===== src/rtl/core/assert_macros.svh =====
// Assertion macros shared by the volume sampler RTL.
// Expects a clock named clock and a synchronous active-high reset named reset.
`ifndef ASSERT_MACROS_SVH
`define ASSERT_MACROS_SVH

// Check that a property holds at every clock edge outside reset.
`define ASSERT_ALWAYS(lbl, prop, msg) \
   lbl: assert property (@(posedge clock) disable iff (reset) prop) else $error(msg);

// Check that a condition never holds outside reset.
`define ASSERT_NEVER(lbl, cond, msg) \
   lbl: assert property (@(posedge clock) disable iff (reset) !(cond)) else $error(msg);

`endif


===== src/rtl/core/tvs_pkg.sv =====
// Shared types, constants and the interpolation step plan of the volume sampler.
// No dependencies; used by every module under rtl/core.
package tvs_pkg;

   // field widths fixed by the word layout
   localparam int POS_W      = 18;
   localparam int ORG_W      = 9;
   localparam int EXT_W      = 6;
   localparam int DENS_W     = 16;
   localparam int CELL_W     = 15;
   localparam int IDX_W      = 21;   // holds any flat index and any store depth
   localparam int ROW_W      = 2 * EXT_W;
   localparam int PLANE_W    = 2 * EXT_W;
   localparam int PZ_W       = EXT_W + PLANE_W;
   localparam int CSR_IDX_W  = 3;
   localparam int CSR_DATA_W = 9;
   localparam int SLOT_W     = 3;    // eight corner slots

   // request word layout, lowest bit first
   localparam int CELL_LSB   = 0;
   localparam int DENS_LSB   = CELL_LSB + CELL_W;
   localparam int POSX_LSB   = DENS_LSB + DENS_W;
   localparam int POSY_LSB   = POSX_LSB + POS_W;
   localparam int POSZ_LSB   = POSY_LSB + POS_W;
   localparam int REQ_DATA_W = ((POSZ_LSB + POS_W + 7) / 8) * 8;

   localparam int MAX_CELLS_DEF = 32768;
   localparam int FRAC_BITS_DEF = 8;

   localparam logic [DENS_W-1:0] DENSITY_ONE = 16'd32768;
   localparam logic [EXT_W-1:0]  EXT_RESET   = 6'd32;

   typedef enum logic [CSR_IDX_W-1:0] {
      CSR_ORG_X = 3'd0,
      CSR_ORG_Y = 3'd1,
      CSR_ORG_Z = 3'd2,
      CSR_EXT_X = 3'd3,
      CSR_EXT_Y = 3'd4,
      CSR_EXT_Z = 3'd5
   } csr_reg_type;

   typedef enum logic {
      OP_WRITE  = 1'b0,
      OP_SAMPLE = 1'b1
   } op_type;

   typedef enum logic [1:0] {
      ST_IDLE,
      ST_FETCH,
      ST_LERP
   } state_type;

   typedef enum logic [1:0] {
      AXIS_X = 2'd0,
      AXIS_Y = 2'd1,
      AXIS_Z = 2'd2
   } axis_type;

   typedef struct packed {
      logic en;
      logic we;
   } mem_ctl_type;

   typedef struct packed {
      logic [SLOT_W-1:0] a_slot;
      logic [SLOT_W-1:0] b_slot;
      logic [SLOT_W-1:0] dst_slot;
      axis_type          axis;
   } plan_type;

   localparam logic [SLOT_W-1:0] LAST_STEP = 3'd6;

   // Seven lerps: four along x, two along y, one along z. Results overwrite
   // the lower slot of each pair so the corner slots double as scratch.
   function automatic plan_type lerp_plan(input logic [SLOT_W-1:0] step);
      plan_type p;
      case (step)
         3'd0:    p = '{a_slot: 3'd0, b_slot: 3'd1, dst_slot: 3'd0, axis: AXIS_X};
         3'd1:    p = '{a_slot: 3'd2, b_slot: 3'd3, dst_slot: 3'd2, axis: AXIS_X};
         3'd2:    p = '{a_slot: 3'd4, b_slot: 3'd5, dst_slot: 3'd4, axis: AXIS_X};
         3'd3:    p = '{a_slot: 3'd6, b_slot: 3'd7, dst_slot: 3'd6, axis: AXIS_X};
         3'd4:    p = '{a_slot: 3'd0, b_slot: 3'd2, dst_slot: 3'd0, axis: AXIS_Y};
         3'd5:    p = '{a_slot: 3'd4, b_slot: 3'd6, dst_slot: 3'd4, axis: AXIS_Y};
         default: p = '{a_slot: 3'd0, b_slot: 3'd4, dst_slot: 3'd0, axis: AXIS_Z};
      endcase
      return p;
   endfunction

endpackage


===== src/rtl/core/tvs_lerp.sv =====
// One rounded linear interpolation step between two densities.
// Depends on tvs_pkg for the density width.
module tvs_lerp #(
   parameter int FRAC_BITS = tvs_pkg::FRAC_BITS_DEF
) (
   input  logic [tvs_pkg::DENS_W-1:0] a,
   input  logic [tvs_pkg::DENS_W-1:0] b,
   input  logic [FRAC_BITS-1:0]       f,
   output logic [tvs_pkg::DENS_W-1:0] y
);
   import tvs_pkg::*;

   localparam int PW = DENS_W + FRAC_BITS + 1;
   localparam logic [FRAC_BITS:0] FRAC_ONE = {1'b1, {FRAC_BITS{1'b0}}};
   localparam logic [PW-1:0] HALF =
      {{(PW - FRAC_BITS){1'b0}}, 1'b1, {(FRAC_BITS - 1){1'b0}}};

   logic [FRAC_BITS:0] wf;
   logic [PW-1:0]      pa;
   logic [PW-1:0]      pb;
   logic [PW-1:0]      sum;

   assign wf  = FRAC_ONE - {1'b0, f};
   assign pa  = {{(PW - DENS_W){1'b0}}, a} * {{(PW - FRAC_BITS - 1){1'b0}}, wf};
   assign pb  = {{(PW - DENS_W){1'b0}}, b} * {{(PW - FRAC_BITS){1'b0}}, f};
   // ties round up; result stays between a and b
   assign sum = pa + pb + HALF;
   assign y   = sum[FRAC_BITS +: DENS_W];

endmodule


===== config.mk =====
export PLATFORM = sky130hd
export DESIGN_NAME = tvs_lerp
export DESIGN_NICKNAME = d
export VERILOG_FILES = /design/src/rtl/core/assert_macros.svh /design/src/rtl/core/tvs_pkg.sv /design/src/rtl/core/tvs_lerp.sv
export SDC_FILE = /design/constraint.sdc
export NUM_CORES = 1
export LEC_CHECK = 0
export BUFFER_PORTS_ARGS = -buffer_cell sky130_fd_sc_hd__buf_4
export CORE_AREA = 3 3 127 129
export DETAILED_ROUTE_END_ITERATION = 10
export DIE_AREA = 0 0 130 132
export PLACE_DENSITY = 0.81
export SYNTH_ARGS = -nofsm -noshare
export SYNTH_HDL_FRONTEND = slang
export SYNTH_SLANG_ARGS = --single-unit

===== constraint.sdc =====
create_clock -name vclk -period 18.93
set_input_delay 0.9465 -clock vclk [all_inputs]
set_output_delay 0.9465 -clock vclk [all_outputs]
set_load 0.01 [all_outputs]

==> metrics.txt <==
result of the run=completed; sequential cells=0; Post-Synthesis Net Count=1360; wire length of the first global-routing pass=32000 microns; number of hold buffers added after cts=0; Max Clock Freq=112 MHz; portion of the clock cycle consumed by the worst path in the final layout=47.3%; DR WL/cell=15.1 microns; nets@finish=1395; critical path arrival=8.01 ns; ANT cells=0; final weighted congestion of routability-driven global placement=0.878; critical path endpoint category=output pin; FF/Latch Area=0 sq um; Die Area=17200 sq um; drt drc=0; DRC marker count from the first detailed-route iteration=271; number of nets with antenna violations after detailed routing=0; antenna violations before repair=0; most area-hungry cell type in the Yosys netlist=sky130_fd_sc_hd__fa_1; worst slew margin relative to its limit=17.6%; portion of synthesized cell area occupied by the leading cell type=49.2%; Synth-to-Final Area Change=6.50%; top post-synthesis cells by area=sky130_fd_sc_hd__fa_1 (49%), sky130_fd_sc_hd__inv_1 (12%), sky130_fd_sc_hd__ha_1 (12%), sky130_fd_sc_hd__and2_1 (12%), sky130_fd_sc_hd__nand2_1 (4.6%); number of global-route vias before repair=7017; Min-Delay Path Class=input port to output pin; post-CTS setup-driven buffer insertion count=0; most common cell after layout, fill and taps aside=sky130_fd_sc_hd__inv_1; Post-Route Setup TNS=0 ns; number of vias per cell=5.24; I/O Pins=56; starting density of the core=59.1%; ratio of cells with drive above 1 in the final layout=7.17%; number of hold violations in the final report=0; sequential area share after synthesis=0%; startpoint of the worst hold path=a[15]; RSZ-0062 raised after global routing=false; Mapped Cells=1013; Setup CP Type=input port to output pin; maximum net fanout on the critical path=33; endpoint of the worst hold-timing path=y[15]; count of clock-net buffers in the final layout=0; number of setup violations in the final report=0; height of the die=132 microns; number of max-cap violations=0; post-CTS resize count=0; Least-Margin Pin Slew=1.23 ns; GRT Overall Usage=22.8%; width of the die=130 microns; average footprint of a synthesized cell=8.83 sq um; pin count of the biggest net entering global routing=34; wirelength, routed=18600 microns; top library cells by usage in the layout, fill and taps aside=sky130_fd_sc_hd__inv_1 (297), sky130_fd_sc_hd__fa_1 (220), sky130_fd_sc_hd__and2_1 (166); total number of yosys warnings=0; placeable core region=15100 sq um; count of vias placed by the detailed router=6471; final global-route overflow total=0; number of slew-limit violations in the final report=0; drt pass-1 iters=4; instance count along the most critical hold path=5; number of port buffers=56; final period demand of the worst path=8.96 ns; area of the mapped netlist=8950 sq um; post-synth cell types=43; required time worst endpoint=17.98 ns; element type at the critical path start=input port; total half-perimeter wirelength after legalization and detailed placement=16200 microns; FP Rows=45
==> synth_stat cells (all sizes together) <==
cell type  instances
o2bb2ai            1
nor2               9
a21o               9
o21bai             3
nor2b              2
clkbuf            24
nand2            109
nand3              3
o21ai              5
or3                1
a41oi              1
xor2              11
buf                3
nor4               1
a211o              1
and2             172
a21oi             13
nor4b              1
xnor2             17
a2111oi            1
ha                87
and3               4
a221oi             1
o211ai             3
a21boi             2
o21a               1
fa               220
o2111ai            1
a31oi              2
mux2i              1
inv              297
nor3               3
and4               2
a211oi             2
==> stage by stage <==
stage | cells | util (%) | setup WS (ns) | hold WS [ns] | area (sq um)
2_1_floorplan | 1013 | - | 11.09 | 2.35 | 8950
3_3_place_gp | 1234 | 62.9 | 10.20 | 2.51 | 9530
3_5_place_dp | 1234 | 62.9 | 10.00 | 2.52 | 9530
4_1_cts | 1234 | 62.9 | 9.99 | 2.52 | 9530
5_1_grt | 1234 | 62.9 | 9.56 | 2.56 | 9530
6_report | 1234 | 62.9 | 9.97 | 2.51 | 9530
==> cells by family (layout without fill, tap and decap cells) <==
group,count (synthesis),after routing,share of synthesized area (%)
mux,1,1,0.112
fa+ha+maj,307,307,61.4
buf+inv,324,357,13.6
compound gates,46,46,3.71
simple gates,307,307,18.4
xor+xnor,28,28,2.74
==> how the worst max path moves through the flow <==
stage / start / end / cells after the start
6_report: f[0] / y[13] / 26
4_1_cts: f[0] / y[13] / 26
3_5_place_dp: f[0] / y[13] / 26
5_1_grt: f[0] / y[13] / 26
2_1_floorplan: f[2] / y[13] / 25
3_3_place_gp: f[0] / y[13] / 26
==> layout make-up <==
cell class / count / area, sq um
Multi-Input combinational cell: 689 / 7730
Fill cell: 1306 / 5620
Inverter: 297 / 1110
Timing Repair Buffer: 60 / 450
Tap cell: 188 / 235
==> worst max-delay path, cell delays in order <==
cell and delay (ns):
sky130_fd_sc_hd__buf_4 0.22, sky130_fd_sc_hd__inv_1 0.11, sky130_fd_sc_hd__ha_1 0.18, sky130_fd_sc_hd__nand2_1 0.08, sky130_fd_sc_hd__or3_1 0.38, sky130_fd_sc_hd__xor2_1 0.87, sky130_fd_sc_hd__and2_1 0.27, sky130_fd_sc_hd__fa_1 0.43
sky130_fd_sc_hd__inv_1 0.08, sky130_fd_sc_hd__fa_1 0.40, sky130_fd_sc_hd__inv_1 0.08, sky130_fd_sc_hd__fa_1 0.44, sky130_fd_sc_hd__fa_1 0.51, sky130_fd_sc_hd__fa_1 0.51, sky130_fd_sc_hd__inv_1 0.06, sky130_fd_sc_hd__fa_1 0.48
sky130_fd_sc_hd__inv_1 0.04, sky130_fd_sc_hd__ha_1 0.34, sky130_fd_sc_hd__a21oi_1 0.23, sky130_fd_sc_hd__o21ai_0 0.14, sky130_fd_sc_hd__a21o_1 0.20, sky130_fd_sc_hd__a21o_1 0.21, sky130_fd_sc_hd__a2111oi_0 0.40, sky130_fd_sc_hd__mux2i_1 0.13
sky130_fd_sc_hd__o2111ai_1 0.12, sky130_fd_sc_hd__buf_4 0.15
==> metal layers <==
metal / track usage [%] / share of wire (%) / vias up
met5: 0 / 0 / -
met4: 6.93 / 3.8 / 0
met3: 1.13 / 3.3 / 47
met2: 42.1 / 55 / 141
met1: 28.5 / 38 / 3314
li1: - / - / 2969
Power is left out: the tool's default activity adds up to more than one toggle a clock period on the data nets, which glitch-free logic cannot reach.
